### src/rtl/corexy_stepper_pulse_mover_assert.svh
// Assertion macros used by the step core of the step pulse mover RTL.
`ifndef COREXY_STEPPER_PULSE_MOVER_ASSERT_SVH
`define COREXY_STEPPER_PULSE_MOVER_ASSERT_SVH

// Same-cycle implication, reset held off.
`define CXY_ASSERT_IMPL(lbl, clk, rstn, ante, cons, msg) \
  lbl: assert property (@(posedge clk) disable iff (!(rstn)) (ante) |-> (cons)) \
    else $error(msg);

// Next-cycle implication, reset held off.
`define CXY_ASSERT_NEXT(lbl, clk, rstn, ante, cons, msg) \
  lbl: assert property (@(posedge clk) disable iff (!(rstn)) (ante) |=> (cons)) \
    else $error(msg);

`endif

### src/rtl/cxy_pkg.sv
// Shared types and constants of the CoreXY step pulse mover.
`timescale 1ns / 1ps
package cxy_pkg;

  localparam int POS_W  = 32;
  localparam int SIZE_W = 16;
  localparam int CFG_W  = 16;
  localparam int CFG_IDX_W = 2;
  localparam logic [SIZE_W-1:0] SIZE_RESET = 16'hFFFF;

  typedef enum logic [1:0] {
    ACT_TICK = 2'd0,
    ACT_MOVE = 2'd1,
    ACT_ZERO = 2'd2,
    ACT_NOP  = 2'd3
  } cxy_action_e;

  typedef enum logic [1:0] {
    ST_NONE = 2'd0,
    ST_OK   = 2'd1,
    ST_OOB  = 2'd2,
    ST_BUSY = 2'd3
  } cxy_status_e;

  typedef enum logic [CFG_IDX_W-1:0] {
    CFG_SIZE_X = 2'd0,
    CFG_SIZE_Y = 2'd1,
    CFG_SIZE_Z = 2'd2
  } cxy_cfg_idx_e;

  typedef struct packed {
    logic [SIZE_W-1:0] size_x;
    logic [SIZE_W-1:0] size_y;
    logic [SIZE_W-1:0] size_z;
  } cxy_cfg_t;

  typedef struct packed {
    logic              step_a;
    logic              step_b;
    logic              step_z;
    logic              dir_a;
    logic              dir_b;
    logic              dir_z;
    logic              busy_res;
    cxy_status_e       status;
    logic [POS_W-1:0]  pos_x;
    logic [POS_W-1:0]  pos_y;
    logic [POS_W-1:0]  pos_z;
  } cxy_res_t;

endpackage

### src/rtl/cxy_in_if.sv
// Request channel: action and move fields with valid/ready.
`timescale 1ns / 1ps
interface cxy_in_if #(
  parameter int MOVE_WIDTH  = 16,
  parameter int DELAY_WIDTH = 16
);
  logic                          valid;
  logic                          ready;
  logic [1:0]                    action;
  logic signed [MOVE_WIDTH-1:0]  move_x;
  logic signed [MOVE_WIDTH-1:0]  move_y;
  logic signed [MOVE_WIDTH-1:0]  move_z;
  logic [DELAY_WIDTH-1:0]        half_period;
  logic                          ignore_bounds;

  modport source (
    output valid, action, move_x, move_y, move_z, half_period, ignore_bounds,
    input  ready
  );
  modport sink (
    input  valid, action, move_x, move_y, move_z, half_period, ignore_bounds,
    output ready
  );
endinterface

### src/rtl/cxy_out_if.sv
// Result channel: step/dir levels, status and position with valid/ready.
`timescale 1ns / 1ps
interface cxy_out_if;
  logic               valid;
  logic               ready;
  logic               step_a;
  logic               step_b;
  logic               step_z;
  logic               dir_a;
  logic               dir_b;
  logic               dir_z;
  logic               busy_res;
  logic [1:0]         status;
  logic signed [31:0] pos_x;
  logic signed [31:0] pos_y;
  logic signed [31:0] pos_z;

  modport source (
    output valid, step_a, step_b, step_z, dir_a, dir_b, dir_z, busy_res, status,
           pos_x, pos_y, pos_z,
    input  ready
  );
  modport sink (
    input  valid, step_a, step_b, step_z, dir_a, dir_b, dir_z, busy_res, status,
           pos_x, pos_y, pos_z,
    output ready
  );
endinterface

### src/rtl/corexy_stepper_pulse_mover.sv
// Top level of the CoreXY step pulse mover: config registers, stages, result register.
//
//   channel | dir | handshake      | payload
//   req_i   | in  | valid/ready    | action, move_x/y/z, half_period, ignore_bounds
//   res_o   | out | valid/ready    | step/dir a,b,z, busy_res, status, pos_x/y/z
//   cfg     | in  | cfg_we_i only  | cfg_idx_i, cfg_data_i
//
// One request per clock unless stalled; its result is held in the result register.
// The whole update of the motion state is one pass of logic from the input register.
// rst_ni clears the motion state, stage valids and sets all sizes to 65535.
// A stalled result register holds the input register, which then drops ready.
`timescale 1ns / 1ps
module corexy_stepper_pulse_mover #(
  parameter int MOVE_WIDTH  = 16,
  parameter int DELAY_WIDTH = 16
) (
  input  logic                               clk_i,
  input  logic                               rst_ni,
  input  logic                               cfg_we_i,
  input  logic [cxy_pkg::CFG_IDX_W-1:0]      cfg_idx_i,
  input  logic [cxy_pkg::CFG_W-1:0]          cfg_data_i,
  cxy_in_if.sink                             req_i,
  cxy_out_if.source                          res_o
);
  import cxy_pkg::*;

  logic                          s1_valid;
  logic                          advance;
  logic [1:0]                    s1_action;
  logic signed [MOVE_WIDTH-1:0]  s1_move_x, s1_move_y, s1_move_z;
  logic [DELAY_WIDTH-1:0]        s1_half_period;
  logic                          s1_ignore_bounds;
  cxy_cfg_t                      cfg_q;
  cxy_res_t                      res_d, res_q;
  logic                          out_valid_q;

  // Size registers
  always_ff @(posedge clk_i or negedge rst_ni) begin
    if (!rst_ni) begin
      cfg_q.size_x <= SIZE_RESET;
      cfg_q.size_y <= SIZE_RESET;
      cfg_q.size_z <= SIZE_RESET;
    end else if (cfg_we_i) begin
      case (cxy_cfg_idx_e'(cfg_idx_i))
        CFG_SIZE_X: cfg_q.size_x <= cfg_data_i[SIZE_W-1:0];
        CFG_SIZE_Y: cfg_q.size_y <= cfg_data_i[SIZE_W-1:0];
        CFG_SIZE_Z: cfg_q.size_z <= cfg_data_i[SIZE_W-1:0];
        default: begin
          cfg_q <= cfg_q;
        end
      endcase
    end
  end

  // Process the held request when the result register has room
  assign advance = s1_valid && (!out_valid_q || res_o.ready);

  cxy_in_reg #(
    .MOVE_WIDTH  (MOVE_WIDTH),
    .DELAY_WIDTH (DELAY_WIDTH)
  ) u_in_reg (
    .clk_i           (clk_i),
    .rst_ni          (rst_ni),
    .req_i           (req_i),
    .take_i          (advance),
    .valid_o         (s1_valid),
    .action_o        (s1_action),
    .move_x_o        (s1_move_x),
    .move_y_o        (s1_move_y),
    .move_z_o        (s1_move_z),
    .half_period_o   (s1_half_period),
    .ignore_bounds_o (s1_ignore_bounds)
  );

  cxy_step_core #(
    .MOVE_WIDTH  (MOVE_WIDTH),
    .DELAY_WIDTH (DELAY_WIDTH)
  ) u_core (
    .clk_i           (clk_i),
    .rst_ni          (rst_ni),
    .fire_i          (advance),
    .action_i        (s1_action),
    .move_x_i        (s1_move_x),
    .move_y_i        (s1_move_y),
    .move_z_i        (s1_move_z),
    .half_period_i   (s1_half_period),
    .ignore_bounds_i (s1_ignore_bounds),
    .cfg_i           (cfg_q),
    .res_o           (res_d)
  );

  // Result register valid
  always_ff @(posedge clk_i or negedge rst_ni) begin
    if (!rst_ni) begin
      out_valid_q <= 1'b0;
    end else if (!out_valid_q || res_o.ready) begin
      out_valid_q <= s1_valid;
    end
  end

  // Result register payload
  always_ff @(posedge clk_i) begin
    if (advance) begin
      res_q <= res_d;
    end
  end

  assign res_o.valid    = out_valid_q;
  assign res_o.step_a   = res_q.step_a;
  assign res_o.step_b   = res_q.step_b;
  assign res_o.step_z   = res_q.step_z;
  assign res_o.dir_a    = res_q.dir_a;
  assign res_o.dir_b    = res_q.dir_b;
  assign res_o.dir_z    = res_q.dir_z;
  assign res_o.busy_res = res_q.busy_res;
  assign res_o.status   = res_q.status;
  assign res_o.pos_x    = res_q.pos_x;
  assign res_o.pos_y    = res_q.pos_y;
  assign res_o.pos_z    = res_q.pos_z;

endmodule

### src/rtl/cxy_in_reg.sv
// Input register stage: captures one request and holds it until taken.
`timescale 1ns / 1ps
module cxy_in_reg #(
  parameter int MOVE_WIDTH  = 16,
  parameter int DELAY_WIDTH = 16
) (
  input  logic                          clk_i,
  input  logic                          rst_ni,
  cxy_in_if.sink                        req_i,
  input  logic                          take_i,
  output logic                          valid_o,
  output logic [1:0]                    action_o,
  output logic signed [MOVE_WIDTH-1:0]  move_x_o,
  output logic signed [MOVE_WIDTH-1:0]  move_y_o,
  output logic signed [MOVE_WIDTH-1:0]  move_z_o,
  output logic [DELAY_WIDTH-1:0]        half_period_o,
  output logic                          ignore_bounds_o
);

  logic valid_q;
  logic accept;

  // Accept when empty or when the held request is being taken
  assign req_i.ready = !valid_q || take_i;
  assign accept      = req_i.valid && req_i.ready;

  always_ff @(posedge clk_i or negedge rst_ni) begin
    if (!rst_ni) begin
      valid_q <= 1'b0;
    end else if (req_i.ready) begin
      valid_q <= req_i.valid;
    end
  end

  // Capture the payload on accept
  always_ff @(posedge clk_i) begin
    if (accept) begin
      action_o        <= req_i.action;
      move_x_o        <= req_i.move_x;
      move_y_o        <= req_i.move_y;
      move_z_o        <= req_i.move_z;
      half_period_o   <= req_i.half_period;
      ignore_bounds_o <= req_i.ignore_bounds;
    end
  end

  assign valid_o = valid_q;

endmodule

### src/rtl/cxy_step_core.sv
// Motion state and next-state logic: move check, CoreXY mix, pulse timing.
`timescale 1ns / 1ps
module cxy_step_core #(
  parameter int MOVE_WIDTH  = 16,
  parameter int DELAY_WIDTH = 16
) (
  input  logic                          clk_i,
  input  logic                          rst_ni,
  input  logic                          fire_i,
  input  logic [1:0]                    action_i,
  input  logic signed [MOVE_WIDTH-1:0]  move_x_i,
  input  logic signed [MOVE_WIDTH-1:0]  move_y_i,
  input  logic signed [MOVE_WIDTH-1:0]  move_z_i,
  input  logic [DELAY_WIDTH-1:0]        half_period_i,
  input  logic                          ignore_bounds_i,
  input  cxy_pkg::cxy_cfg_t             cfg_i,
  output cxy_pkg::cxy_res_t             res_o
);
  import cxy_pkg::*;
  `include "corexy_stepper_pulse_mover_assert.svh"

  localparam int MW = MOVE_WIDTH;
  localparam int DW = DELAY_WIDTH;
  localparam int SW = MOVE_WIDTH + 2;

  logic [MW:0]              left_a_q, left_a_d, left_a_dec;
  logic [MW:0]              left_b_q, left_b_d, left_b_dec;
  logic [MW-1:0]            left_z_q, left_z_d, left_z_dec;
  logic [2:0]               dir_q, dir_d;
  logic                     pulse_q, pulse_d;
  logic [DW-1:0]            pc_q, pc_d, pc_inc;
  logic [DW-1:0]            pl_q, pl_d;
  logic [2:0][POS_W-1:0]    pos_q, pos_d;
  logic [2:0][POS_W-1:0]    tgt_q, tgt_d;
  logic [2:0][POS_W-1:0]    tgt_new;
  logic [2:0]               in_bnd;
  logic signed [SW-1:0]     dx_s, dy_s, dz_s, a_s, b_s;
  logic [SW-1:0]            a_mag, b_mag, z_mag;
  logic                     busy, busy_dec, busy_new, bounds_ok;
  cxy_status_e              status;

  // Remaining-step view of the state
  assign busy       = (|left_a_q) || (|left_b_q) || (|left_z_q);
  assign left_a_dec = left_a_q - {{MW{1'b0}}, |left_a_q};
  assign left_b_dec = left_b_q - {{MW{1'b0}}, |left_b_q};
  assign left_z_dec = left_z_q - {{(MW-1){1'b0}}, |left_z_q};
  assign busy_dec   = (|left_a_dec) || (|left_b_dec) || (|left_z_dec);
  assign pc_inc     = pc_q + {{(DW-1){1'b0}}, 1'b1};

  // Motor step counts: a = -(dy + dx), b = dy - dx, z = dz
  assign dx_s  = SW'(move_x_i);
  assign dy_s  = SW'(move_y_i);
  assign dz_s  = SW'(move_z_i);
  assign a_s   = -(dy_s + dx_s);
  assign b_s   = dy_s - dx_s;
  assign a_mag = a_s[SW-1] ? SW'(-a_s) : SW'(a_s);
  assign b_mag = b_s[SW-1] ? SW'(-b_s) : SW'(b_s);
  assign z_mag = dz_s[SW-1] ? SW'(-dz_s) : SW'(dz_s);
  assign busy_new = (|a_mag) || (|b_mag) || (|z_mag);

  // Target positions, wrapping in 32 bits
  assign tgt_new[0] = pos_q[0] + POS_W'(move_x_i);
  assign tgt_new[1] = pos_q[1] + POS_W'(move_y_i);
  assign tgt_new[2] = pos_q[2] + POS_W'(move_z_i);

  // Target must lie in 0..size as a signed value
  assign in_bnd[0] = (tgt_new[0][POS_W-1:SIZE_W] == '0) &&
                     (tgt_new[0][SIZE_W-1:0] <= cfg_i.size_x);
  assign in_bnd[1] = (tgt_new[1][POS_W-1:SIZE_W] == '0) &&
                     (tgt_new[1][SIZE_W-1:0] <= cfg_i.size_y);
  assign in_bnd[2] = (tgt_new[2][POS_W-1:SIZE_W] == '0) &&
                     (tgt_new[2][SIZE_W-1:0] <= cfg_i.size_z);
  assign bounds_ok = ignore_bounds_i || (&in_bnd);

  // Apply one request to the state
  always_comb begin
    left_a_d = left_a_q;
    left_b_d = left_b_q;
    left_z_d = left_z_q;
    dir_d    = dir_q;
    pulse_d  = pulse_q;
    pc_d     = pc_q;
    pl_d     = pl_q;
    pos_d    = pos_q;
    tgt_d    = tgt_q;
    status   = ST_NONE;
    case (cxy_action_e'(action_i))
      ACT_TICK: begin
        if (busy) begin
          if (pc_inc != pl_q) begin
            pc_d = pc_inc;
          end else begin
            pc_d = '0;
            if (pulse_q) begin
              pulse_d = 1'b0;
            end else begin
              left_a_d = left_a_dec;
              left_b_d = left_b_dec;
              left_z_d = left_z_dec;
              if (busy_dec) begin
                pulse_d = 1'b1;
              end else begin
                pos_d   = tgt_q;
                pulse_d = 1'b0;
              end
            end
          end
        end
      end
      ACT_MOVE: begin
        if (busy) begin
          status = ST_BUSY;
        end else if (!bounds_ok) begin
          status = ST_OOB;
        end else begin
          status   = ST_OK;
          tgt_d    = tgt_new;
          dir_d    = {!dz_s[SW-1], !b_s[SW-1], !a_s[SW-1]};
          left_a_d = a_mag[MW:0];
          left_b_d = b_mag[MW:0];
          left_z_d = z_mag[MW-1:0];
          pl_d     = (half_period_i == '0) ? {{(DW-1){1'b0}}, 1'b1} : half_period_i;
          pc_d     = '0;
          if (busy_new) begin
            pulse_d = 1'b1;
          end else begin
            pos_d   = tgt_new;
            pulse_d = 1'b0;
          end
        end
      end
      ACT_ZERO: begin
        if (busy) begin
          status = ST_BUSY;
        end else begin
          pos_d = '0;
          tgt_d = '0;
        end
      end
      ACT_NOP: begin
        status = ST_NONE;
      end
      default: begin
        status = ST_NONE;
      end
    endcase
  end

  // Result reflects the state after the request
  always_comb begin
    res_o.step_a   = pulse_d && (|left_a_d);
    res_o.step_b   = pulse_d && (|left_b_d);
    res_o.step_z   = pulse_d && (|left_z_d);
    res_o.dir_a    = dir_d[0];
    res_o.dir_b    = dir_d[1];
    res_o.dir_z    = dir_d[2];
    res_o.busy_res = (|left_a_d) || (|left_b_d) || (|left_z_d);
    res_o.status   = status;
    res_o.pos_x    = pos_d[0];
    res_o.pos_y    = pos_d[1];
    res_o.pos_z    = pos_d[2];
  end

  // Commit the state when a request is processed
  always_ff @(posedge clk_i or negedge rst_ni) begin
    if (!rst_ni) begin
      left_a_q <= '0;
      left_b_q <= '0;
      left_z_q <= '0;
      dir_q    <= '0;
      pulse_q  <= 1'b0;
      pc_q     <= '0;
      pl_q     <= '0;
      pos_q    <= '0;
      tgt_q    <= '0;
    end else if (fire_i) begin
      left_a_q <= left_a_d;
      left_b_q <= left_b_d;
      left_z_q <= left_z_d;
      dir_q    <= dir_d;
      pulse_q  <= pulse_d;
      pc_q     <= pc_d;
      pl_q     <= pl_d;
      pos_q    <= pos_d;
      tgt_q    <= tgt_d;
    end
  end

  `CXY_ASSERT_IMPL(a_busy_len, clk_i, rst_ni, busy, pl_q != '0, "busy with zero phase length")
  `CXY_ASSERT_IMPL(a_idle_quiet, clk_i, rst_ni, !busy, !pulse_q && (pc_q == '0),
                   "pulse timing active while idle")
  `CXY_ASSERT_NEXT(a_busy_hold, clk_i, rst_ni, !fire_i && busy, busy,
                   "step count changed without a request")

endmodule
### src/flat_wrapper.sv
// flat-port wrapper written by rule: the top's interface ports become plain ports
module corexy_stepper_pulse_mover_flat import cxy_pkg::*;
#(
  parameter int MOVE_WIDTH  = 16,
  parameter int DELAY_WIDTH = 16
)
  (clk_i, rst_ni, cfg_we_i, cfg_idx_i, cfg_data_i, req_i_valid, req_i_action, req_i_move_x, req_i_move_y, req_i_move_z, req_i_half_period, req_i_ignore_bounds, req_i_ready, res_o_valid, res_o_step_a, res_o_step_b, res_o_step_z, res_o_dir_a, res_o_dir_b, res_o_dir_z, res_o_busy_res, res_o_status, res_o_pos_x, res_o_pos_y, res_o_pos_z, res_o_ready);
  cxy_in_if #(.MOVE_WIDTH(MOVE_WIDTH), .DELAY_WIDTH(DELAY_WIDTH)) req_i_i ();
  cxy_out_if res_o_i ();
  input  logic clk_i;
  input  logic rst_ni;
  input  logic cfg_we_i;
  input  logic [cxy_pkg::CFG_IDX_W-1:0] cfg_idx_i;
  input  logic [cxy_pkg::CFG_W-1:0] cfg_data_i;
  input wire logic [$bits(req_i_i.valid)-1:0] req_i_valid;
  input wire logic [$bits(req_i_i.action)-1:0] req_i_action;
  input wire logic [$bits(req_i_i.move_x)-1:0] req_i_move_x;
  input wire logic [$bits(req_i_i.move_y)-1:0] req_i_move_y;
  input wire logic [$bits(req_i_i.move_z)-1:0] req_i_move_z;
  input wire logic [$bits(req_i_i.half_period)-1:0] req_i_half_period;
  input wire logic [$bits(req_i_i.ignore_bounds)-1:0] req_i_ignore_bounds;
  output wire logic [$bits(req_i_i.ready)-1:0] req_i_ready;
  output wire logic [$bits(res_o_i.valid)-1:0] res_o_valid;
  output wire logic [$bits(res_o_i.step_a)-1:0] res_o_step_a;
  output wire logic [$bits(res_o_i.step_b)-1:0] res_o_step_b;
  output wire logic [$bits(res_o_i.step_z)-1:0] res_o_step_z;
  output wire logic [$bits(res_o_i.dir_a)-1:0] res_o_dir_a;
  output wire logic [$bits(res_o_i.dir_b)-1:0] res_o_dir_b;
  output wire logic [$bits(res_o_i.dir_z)-1:0] res_o_dir_z;
  output wire logic [$bits(res_o_i.busy_res)-1:0] res_o_busy_res;
  output wire logic [$bits(res_o_i.status)-1:0] res_o_status;
  output wire logic [$bits(res_o_i.pos_x)-1:0] res_o_pos_x;
  output wire logic [$bits(res_o_i.pos_y)-1:0] res_o_pos_y;
  output wire logic [$bits(res_o_i.pos_z)-1:0] res_o_pos_z;
  input wire logic [$bits(res_o_i.ready)-1:0] res_o_ready;
  assign req_i_i.valid = req_i_valid;
  assign req_i_i.action = req_i_action;
  assign req_i_i.move_x = req_i_move_x;
  assign req_i_i.move_y = req_i_move_y;
  assign req_i_i.move_z = req_i_move_z;
  assign req_i_i.half_period = req_i_half_period;
  assign req_i_i.ignore_bounds = req_i_ignore_bounds;
  assign req_i_ready = req_i_i.ready;
  assign res_o_valid = res_o_i.valid;
  assign res_o_step_a = res_o_i.step_a;
  assign res_o_step_b = res_o_i.step_b;
  assign res_o_step_z = res_o_i.step_z;
  assign res_o_dir_a = res_o_i.dir_a;
  assign res_o_dir_b = res_o_i.dir_b;
  assign res_o_dir_z = res_o_i.dir_z;
  assign res_o_busy_res = res_o_i.busy_res;
  assign res_o_status = res_o_i.status;
  assign res_o_pos_x = res_o_i.pos_x;
  assign res_o_pos_y = res_o_i.pos_y;
  assign res_o_pos_z = res_o_i.pos_z;
  assign res_o_i.ready = res_o_ready;
  corexy_stepper_pulse_mover #(.MOVE_WIDTH(MOVE_WIDTH), .DELAY_WIDTH(DELAY_WIDTH)) u_core (.clk_i(clk_i), .rst_ni(rst_ni), .cfg_we_i(cfg_we_i), .cfg_idx_i(cfg_idx_i), .cfg_data_i(cfg_data_i), .req_i(req_i_i), .res_o(res_o_i));
endmodule
### config.mk
export PLATFORM = sky130hd
export DESIGN_NAME = corexy_stepper_pulse_mover_flat
export DESIGN_NICKNAME = d
export VERILOG_FILES = /design/src/rtl/cxy_pkg.sv /design/src/rtl/cxy_in_if.sv /design/src/rtl/cxy_out_if.sv /design/src/rtl/corexy_stepper_pulse_mover.sv /design/src/rtl/cxy_in_reg.sv /design/src/rtl/cxy_step_core.sv /design/src/flat_wrapper.sv
export VERILOG_INCLUDE_DIRS = /design/src /design/src/rtl
export SDC_FILE = /design/constraint.sdc
export NUM_CORES = 1
export LEC_CHECK = 0
export BUFFER_PORTS_ARGS = -buffer_cell sky130_fd_sc_hd__buf_2
export CORE_MARGIN = 2
export CORE_UTILIZATION = 60
export DETAILED_ROUTE_END_ITERATION = 12
export PLACE_DENSITY = 0.79
export SLEW_MARGIN = 25
export SYNTH_ARGS = -nofsm -noshare
export SYNTH_HDL_FRONTEND = slang
export SYNTH_SLANG_ARGS = --single-unit
### constraint.sdc
create_clock -name clk_i -period 7.2 [get_ports clk_i]
set_clock_uncertainty 0.2 [all_clocks]
set_input_delay 0.36 -clock clk_i [delete_from_list [all_inputs] [get_ports clk_i]]
set_output_delay 0.36 -clock clk_i [all_outputs]
set_load 0.01 [all_outputs]
; ---- After elaboration in Yosys (flattened, before gate mapping)
; Index checks and enable logic that the tools add are counted.
[classes]
n_eq_ne = 9
bitwise_logic = 1
n_lt_le_gt_ge = 3
n_mux = 55
n_addsub = 13
n_reduce_logical = 51
[op_table]
columns = cell, n
row1 = $mux 96, 11
row2 = $pmux 96 s3, 1
row3 = $pmux 96 s2, 1
row4 = $mux 17, 10
row5 = $mux 16, 10
row6 = $reduce_or 17->1, 6
row7 = $add 32x32->32, 3
row8 = $pmux 17 s2, 2
row9 = $logic_not 16->1, 4
row10 = $pmux 16 s2, 2
row11 = $mux 18, 3
row12 = $reduce_or 18->1, 3
row13 = $le 16x16->1, 3
row14 = $reduce_or 16->1, 3
row15 = $neg 17->18, 2
row16 = $sub 17x1->17, 2
row17 = $neg 16->18, 1
row18 = $neg 18->18, 1
row19 = $add 16x16->17, 1
row20 = $sub 16x16->17, 1
row21 = $add 16x1->16 const B, 1
row22 = $ne 16x16->1, 1
row23 = $sub 16x1->16, 1
row24 = $logic_or 1x1->1, 11
row25 = other kinds (17), 48
[word_totals]
inputBits = 90
elab_cells = 167
reg_bits = 500
out_inout_bits = 107

; ---- Longest topological paths before layout
; Gate-level depths: netlist of the first run.
[depth]
word_depth = 12
depth_mapped = 29
ltp_nobuf = 25

; ---- Hierarchy
; From an unflattened synthesis of the first run, not the netlist that was laid out.
[hier_totals]
hier_cells = 4052
hier_area_um2 = 35770.6
[modules_own_cells]
columns = mod, n_inst, area_each_um2, seq_area_each_um2, cells_each
row1 = cxy_step_core, 1, 28632.5, 6956.7, 3770
row2 = corexy_stepper_pulse_mover, 1, 5072.4, 4439.3, 211
row3 = cxy_in_reg, 1, 2065.7, 2037.0, 71

; ---- Least setup slack after synthesis of the first run
; No wires, ideal clock.
[synth_path]
path_kind = register -> register
startpoint = register u_core.u_in_reg.move_x_o[1]
endpoint = register u_core.res_q, in the netlist u_core.res_o.step_b, data pin
period_less_slack_ns = 6.025
stages_incl_launch_ff = 21
path_slack_ns = 1.175
t_required_ns = 6.735
arrival_ns = 5.560
n_path_buf = 2
setup_time_ns = 0.265
path_cell_list = edfxtp_1 > inv_1 > ha_1 > ha_1 > fa_1 > a21o_1 > a21oi_4 > xnor2_1 > or3_1 > or4_4 > or3_4 > o41ai_1 > xor2_1 > or4b_1 > or4_1 > nand4bb_1 > buf_2 > buf_6 > o211a_1 > a211oi_2 > nor2_1
[synth_lines]
columns = item, line_no
row1 = "start, declared", cxy_in_reg.sv:13  ; output logic signed [MOVE_WIDTH-1:0] move_x_o,
row2 = "start signal, assigned", cxy_in_reg.sv:39  ; move_x_o <= req_i.move_x;
row3 = "end signal, assigned", corexy_stepper_pulse_mover.sv:104  ; res_q <= res_d;
row4 = "end, declared", corexy_stepper_pulse_mover.sv:34  ; cxy_res_t res_d, res_q;

==> out/metrics.cfg, run 1 <==
[cts]
cts-root-buf = clkbuf_16
clk_latency_ns = 0.66
clkTransAtPathRegs_ns = 0.06
postCtsSetupBuffers = 0
clkSinkCount = 500
cts_buffers = 56
tritoncts = built
clock_path_buffers = 3
h-tree-depth = 2

[drt]
viasPerCell = 6.677
vias = 34579
drt_first_pass_iters = 6
drtIter0Drc = 4151
wl_per_cell_um = 22.97
drc = 0
ant_nets = 0
drt-total-wl_mm = 119.0

[setup_path]
crit_family = simple AND/OR/NAND/NOR gates
cp_max_fo = 75
crit_type = reg -> reg
path_buf_inv = 2
crit_slowest_cell = or4b_1
ff2ff_path_depth = 18
worstSetupEndpointType = flop
crit_cells = 18
crit_chain = ha_1 > ha_1 > fa_1 > a21o_1 > a21oi_4 > xnor2_1 > or3_1 > or4_4 > or3_4 > o41ai_1 > xor2_1 > or4b_1 > or4_1 > nand4bb_4 > buf_12 > buf_4 > o21ai_0 > a21oi_1
worstPathRequired_ns = 7.34
start_kind = flop
max_stage_delay_ns = 0.61
cpMostUsedCell = ha_1
cp_data_arrival_time_ns = 7.07

[synthesis]
ys_seq_area_share_pct = 37.24
postSynthAreaPerCell_um2 = 8.591
synthCells = 4199
yosysUniqueCellTypes = 90
synth_nets = 4497
yosysWarnings = 0
synthFlopType = dfrtp_1
syn-cell-area_um2 = 36070
synth_seq_cells = 500
synth_edf_count = 172
async_reset_ff_share_pct = 65.60

[global_route]
first_global_vias = 31986
grt_pass1_wl_mm = 183.2
grt_overflow = 0
antenna_found_initial = 3
track_usage_pct = 37.07
grt_max_degree = 161

[layout]
layout.cells.non_filler = 5179
area_growth_pct = 12.03
nNetsFinal = 4656
seq_area_um2 = 13430
drive_above_1_share_pct = 12.94
multi_input_area_um2 = 20980
nFillCells = 4794
fin_area_um2 = 40420

[pwr]
cellLeakagePower_uw = 0.01691
power_density_nw_per_um2 = 337.8
total_power_uw = 13650
vdd_drop_max_mv = 0.2508

[sta]
fin_tns_setup_ns = 0
period_minus_slack_ns = 6.924
post-route-period-util_pct = 96.17
maxSlewHeadroom_pct = 15.78
hold_viol = 0
fmax_ghz = 0.1444
setup_viol = 0
worst_slew_pin_slew_ns = 1.252
maxSlewViolCount = 0
rsz0062_at_grt = false

[floorplan]
die-area_um2 = 62100
row_count = 89
die_w_um = 249.2
coreArea_um2 = 59240
die_height_um = 249.2
initial_utilization_pct = 60.89
ios = 197

[place]
dpl_cell_area_um2 = 37630
dpl.cell_count = 4983
place_hpwl_mm = 81.57
gp_congestion = 1.007
io_buffers = 196

[run]
drv_cap = 0

[hold_path]
holdCritPathClass = in -> reg
holdPathStages = 5

[status]
status = complete, no violations

## placed cells by master, fill, tap and decap left out, types with 35 or more instances in the layout
master	n
xor2_1	73
a21o_1	35
clkbuf_16	58
nor2_1	362
buf_4	53
xnor2_1	101
o31ai_1	65
a31oi_1	130
ha_1	199
nor3_1	75
nor4_1	42
mux2_2	126
a21oi_1	494
a221oi_1	105
dlygate4sd3_1	89
edfxtp_1	172
nand4_1	66
o21ai_0	274
nand2b_1	82
o21ai_1	81
dfrtp_1	280
inv_1	181
buf_2	195
nand3_1	73
dfstp_2	48
nand2_1	411
## layout make-up
type	count	share of cell area (%)
Sequential cell	500	33.24
Inverter	184	1.728
Tap cell	773	2.393
Multi-Input combinational cell	3266	51.92
Clock inverter	26	0.5449
Timing Repair Buffer	350	6.210
Clock buffer	79	3.960
Antenna cell	1	0.006192
## stage by stage
stage               setup WS, ns  util (%)  hold WS (ns)
finish                    0.2756     68.22       0.06737
global placement          0.2864     63.51        0.2413
CTS                      0.09504     68.10     0.0006082
global route            0.008312     68.22       0.07920
floorplan                  1.175         -       -0.1356
detailed placement        0.1007     63.51        0.2455
## state kept, by name, indices dropped and copies added (netlist names), 2 cells and up
signal	cells
u_core.u_core.pos_q	96
u_core.u_core.pc_q	16
u_core.u_core.left_a_q	17
u_core.u_in_reg.move_z_o	16
u_core.u_in_reg.move_y_o	16
u_core.res_o.status	2
u_core.res_o.pos_y	32
u_core.u_core.tgt_q	96
u_core.res_o.pos_x	32
u_core.u_core.dir_q	3
u_core.res_o.pos_z	32
u_core.u_core.pl_q	16
u_core.u_in_reg.action_o	2
u_core.cfg_q	48
u_core.u_in_reg.half_period_o	16
u_core.u_core.left_b_q	17
u_core.u_in_reg.move_x_o	16
u_core.u_core.left_z_q	16
## Yosys cell counts, types with 12 or more instances
library cell	count	area (µm²)
a21oi_1	495	2477
nand2_1	413	1550
nor2_1	362	1359
dfrtp_1	280	7007
o21ai_0	274	1371
ha_1	203	2540
clkbuf_1	198	743.2
inv_1	181	679.4
edfxtp_1	172	5165
a31oi_1	130	813.3
mux2_2	126	1419
a221oi_1	105	919.6
xnor2_1	101	884.6
nand2b_1	84	525.5
o21ai_1	81	405.4
nor3_1	75	375.4
nand3_1	74	370.4
xor2_1	73	639.4
nand4_1	66	412.9
o31ai_1	65	488.0
dfstp_2	48	1261
nor4_1	44	275.3
a21o_1	35	262.8
o211ai_1	30	225.2
o21a_1	30	225.2
a211oi_1	25	187.7
buf_6	23	259.0
and2_1	21	131.4
nor2b_1	21	131.4
or3_1	21	131.4
and3_1	20	125.1
buf_1	18	67.56
o41ai_1	15	131.4
a21boi_0	14	105.1
nand3b_1	14	105.1
nor3b_1	13	97.59
o22ai_1	13	81.33
a2111oi_0	12	105.1
nor4b_1	12	105.1
o21bai_1	12	90.09
## timing repair
item	in CTS	in global routing
hold endpoints to repair	205	0
setup endpoints to repair	1	304
resized for setup	1	8
pin swaps	0	1
hold buffers	89	0
## metal layers
layer  vias to the layer above  track usage [%]  routed length, µm
met5                         -                0                  0
met4                         0            17.93               6131
met3                       322            6.771              12140
met2                      1978            56.98              52580
met1                     16342            50.65              48120
li1                      15937                -                  -
## worst reg2reg max path, cell delays in order, from the launching register on
cell and delay (ns):
edfxtp_1 0.53, ha_1 0.38, ha_1 0.25, fa_1 0.50
a21o_1 0.21, a21oi_4 0.21, xnor2_1 0.21, or3_1 0.44
or4_4 0.46, or3_4 0.39, o41ai_1 0.31, xor2_1 0.16
or4b_1 0.61, or4_1 0.58, nand4bb_4 0.24, buf_12 0.25
buf_4 0.32, o21ai_0 0.29, a21oi_1 0.12
## logic make-up after synthesis
kind of cell | synth area share, %
AOI/OAI and AO/OA | 24.69
and+or+nand+nor | 17.14
DFF | 37.24
buffers and inverters | 5.019
adders and majority gates | 7.318
xor gates and xnor gates | 4.353
muxes | 4.238
## power by group
part           internal (µW)  leakage [µW]  switching [µW]
clock                   1630      0.000893            1260
sequential              3730       0.00580             733
combinational           2360        0.0102            3950
total                   7710        0.0169            5940
## worst paths after layout
kind                                        startpoint                        end  slack [ns]
setup / recovery           u_core.u_in_reg.move_y_o[1]      u_core.res_o.pos_x[6]        0.28
hold / removal                            cfg_idx_i[1]           u_core.cfg_q[37]        0.07
min in group asynchronous                       rst_ni    u_core.u_core.pos_q[85]        0.12
setup reg to reg           u_core.u_in_reg.move_y_o[1]      u_core.res_o.pos_x[6]        0.28
hold reg to reg                u_core.u_core.tgt_q[93]    u_core.u_core.tgt_q[93]        0.27
max in group asynchronous                       rst_ni  u_core.u_core.left_z_q[9]        5.22
Note: power is estimated with default switching activity, not from simulation.
==> run 2: changes to the inputs <==
--- a/config.mk
+++ b/config.mk
@@ -7,10 +7,12 @@
 export NUM_CORES = 1
 export LEC_CHECK = 0
 export BUFFER_PORTS_ARGS = -buffer_cell sky130_fd_sc_hd__buf_2
+export CELL_PAD_IN_SITES_DETAIL_PLACEMENT = 1
+export CELL_PAD_IN_SITES_GLOBAL_PLACEMENT = 1
 export CORE_MARGIN = 2
-export CORE_UTILIZATION = 60
+export CORE_UTILIZATION = 48
 export DETAILED_ROUTE_END_ITERATION = 12
-export PLACE_DENSITY = 0.79
+export PLACE_DENSITY_LB_ADDON = 0.1
 export SLEW_MARGIN = 25
 export SYNTH_ARGS = -nofsm -noshare
 export SYNTH_HDL_FRONTEND = slang
==> out/metrics.cfg, run 2 (synthesis results as in run 1) <==
[sta]
fmax_ghz = 0.1439  ; was 0.1444 GHz
whs_ns = 0.05977  ; was 0.06737 ns
maxSlewViolCount = 0  ; unchanged
hold_viol = 0  ; unchanged
maxSlewHeadroom_pct = 28.57  ; was 15.78%
worst_slew_pin_slew_ns = 1.071  ; was 1.252 ns
post-route-period-util_pct = 96.55  ; was 96.17%
period_minus_slack_ns = 6.951  ; was 6.924 ns
setup_viol = 0  ; unchanged

[drt]
wl_per_cell_um = 25.09  ; was 22.97 µm
drt_first_pass_iters = 6  ; unchanged
viasPerCell = 6.424  ; was 6.677
drt-total-wl_mm = 136.5  ; was 119.0 mm
drc = 0  ; unchanged
ant_nets = 0  ; unchanged
vias = 34947  ; was 34579
drtIter0Drc = 3012  ; was 4151

[setup_path]
cp_data_arrival_time_ns = 7.11  ; was 7.07 ns
worstPathRequired_ns = 7.35  ; was 7.34 ns
start_kind = flop  ; unchanged
crit_type = reg -> reg  ; unchanged
worstSetupEndpointType = flop  ; unchanged
cp_max_fo = 40  ; was 75

[layout]
drive_above_1_share_pct = 14.38  ; was 12.94%
reg_top3 = u_core.u_core.pos_q x96, u_core.u_core.tgt_q x96, u_core.cfg_q x48  ; unchanged
layout.cells.most_common_list = 493 x a21oi_1, 411 x nand2_1, 362 x nor2_1  ; was 494 x a21oi_1, 411 x nand2_1, 362 x nor2_1
multi_input_area_um2 = 21000  ; was 20980 µm²
seq_area_um2 = 13430  ; unchanged
layout.cells.non_filler = 5440  ; was 5179
layout_commonest_cell = a21oi_1  ; unchanged
area_growth_pct = 14.59  ; was 12.03%
nFillCells = 8740  ; was 4794
nNetsFinal = 4718  ; was 4656

[hold_path]
holdCritPathClass = in -> reg  ; unchanged

[cts]
clkSinkCount = 500  ; unchanged
clkTransAtPathRegs_ns = 0.07  ; was 0.06 ns
clock_path_buffers = 3  ; unchanged
cts-root-buf = clkbuf_16  ; unchanged
clk_latency_ns = 0.65  ; was 0.66 ns
tritoncts = built  ; unchanged
h-tree-depth = 2  ; unchanged
cts_buffers = 58  ; was 56

[global_route]
grt_pass1_wl_mm = 211.2  ; was 183.2 mm
first_global_vias = 35301  ; was 31986
grt_overflow = 0  ; unchanged
track_usage_pct = 34.65  ; was 37.07%
antenna_found_initial = 6  ; was 3
grt_max_degree = 152  ; was 161

[place]
io_buffers = 196  ; unchanged
place_hpwl_mm = 96.76  ; was 81.57 mm
dpl.cell_count = 5238  ; was 4983
gp_congestion = 0.9570  ; was 1.007

[floorplan]
initial_utilization_pct = 48.46  ; was 60.89%
die-area_um2 = 77360  ; was 62100 µm²
ios = 197  ; unchanged
die_w_um = 278.1  ; was 249.2 µm
coreArea_um2 = 74450  ; was 59240 µm²
die_height_um = 278.1  ; was 249.2 µm
row_count = 100  ; was 89

[run]
drv_cap = 0  ; unchanged

[pwr]
power_density_nw_per_um2 = 345.6  ; was 337.8 nW/µm²
total_power_uw = 14290  ; was 13650 µW
vdd_drop_max_mv = 0.1965  ; was 0.2508 mV
cellLeakagePower_uw = 0.01731  ; was 0.01691 µW

[status]
status = complete, no violations  ; unchanged

==> run 2: cell types whose count changed in the layout (fill, tap and decap cells not counted), sizes merged <==
cell | before | now
buf | 261 | 321
bufinv | 2 | 7
clkinv | 19 | 23
clkbuf | 79 | 77
inv | 187 | 185
==> run 2: layer usage <==
metal / vias to the layer above / global-route usage [%] / wire length (µm)
met4: 2 / 16.09 / 6907
met5: - / 0 / 14
met2: 1170 / 55.06 / 61910
met3: 282 / 3.694 / 7481
met1: 17480 / 47.56 / 60150
li1: 16013 / - / -
==> run 2: report_power, final <==
part | internal (µW) | total, µW | switching, µW
clock network | 1860 | 3180 | 1320
registers | 3720 | 4480 | 759
logic | 2440 | 6630 | 4190
==> run 2: worst paths after layout <==
kind / start / endpoint / slack [ns] / cells past startpoint
worst max-delay path: u_core.u_in_reg.move_y_o[1] / u_core.res_o.pos_x[11] / 0.25 / 19
worst min-delay path: cfg_idx_i[1] / u_core.cfg_q[35] / 0.06 / 5
worst max register to register: u_core.u_in_reg.move_y_o[1] / u_core.res_o.pos_x[11] / 0.25 / 19
worst min register to register: u_core.u_core.tgt_q[94] / u_core.u_core.tgt_q[94] / 0.27 / 2
max in group asynchronous: rst_ni / u_core.u_core.left_a_q[2] / 4.98 / 4
min in group asynchronous: rst_ni / u_core.u_core.tgt_q[70] / 0.53 / 3
==> run 2: layout make-up <==
class | count | area share (%)
Inverter | 184 | 1.689
Multi-Input combinational cell | 3266 | 50.79
Antenna cell | 1 | 0.006053
Tap cell | 969 | 2.933
Sequential cell | 500 | 32.49
Clock buffer | 77 | 3.983
Timing Repair Buffer | 410 | 7.219
Clock inverter | 33 | 0.8898
==> run 2: through the flow <==
| stage | utilization [%] | setup TNS [ns] | cell area (µm²) | worst slack (ns) |
|---|---|---|---|---|
| final | 55.53 | 0 | 41340 | 0.2485 |
| after global routing | 55.53 | -0.002717 | 41340 | -0.002717 |
| after floorplan | - | 0 | 36070 | 1.175 |
| after CTS | 55.42 | 0 | 41250 | 0.07176 |
| after detailed placement | 51.51 | 0 | 38350 | 0.06220 |
| after global placement | 51.51 | 0 | 38350 | 0.3214 |
==> run 2: what timing repair did <==
action | 4_1_cts | 5_1_grt
buffers inserted | 0 | 0
setup endpoints to repair | 0 | 309
resized for setup | 0 | 10
hold endpoints to repair | 166 | 0
hold buffers | 89 | 0
==> run 2: worst max-delay path: stages (launching register included) <==
cell and delay, ns:
edfxtp_1 0.49, buf_4 0.21, ha_1 0.32, ha_1 0.24, fa_1 0.50, a21o_1 0.22
a21oi_4 0.21, xnor2_1 0.18, or3_1 0.43, or4_4 0.46, or3_4 0.39, o41ai_1 0.36
xor2_1 0.16, or4b_1 0.62, or4_1 0.59, nand4bb_4 0.24, buf_12 0.23, buf_12 0.20
o21ai_0 0.26, a21oi_1 0.12
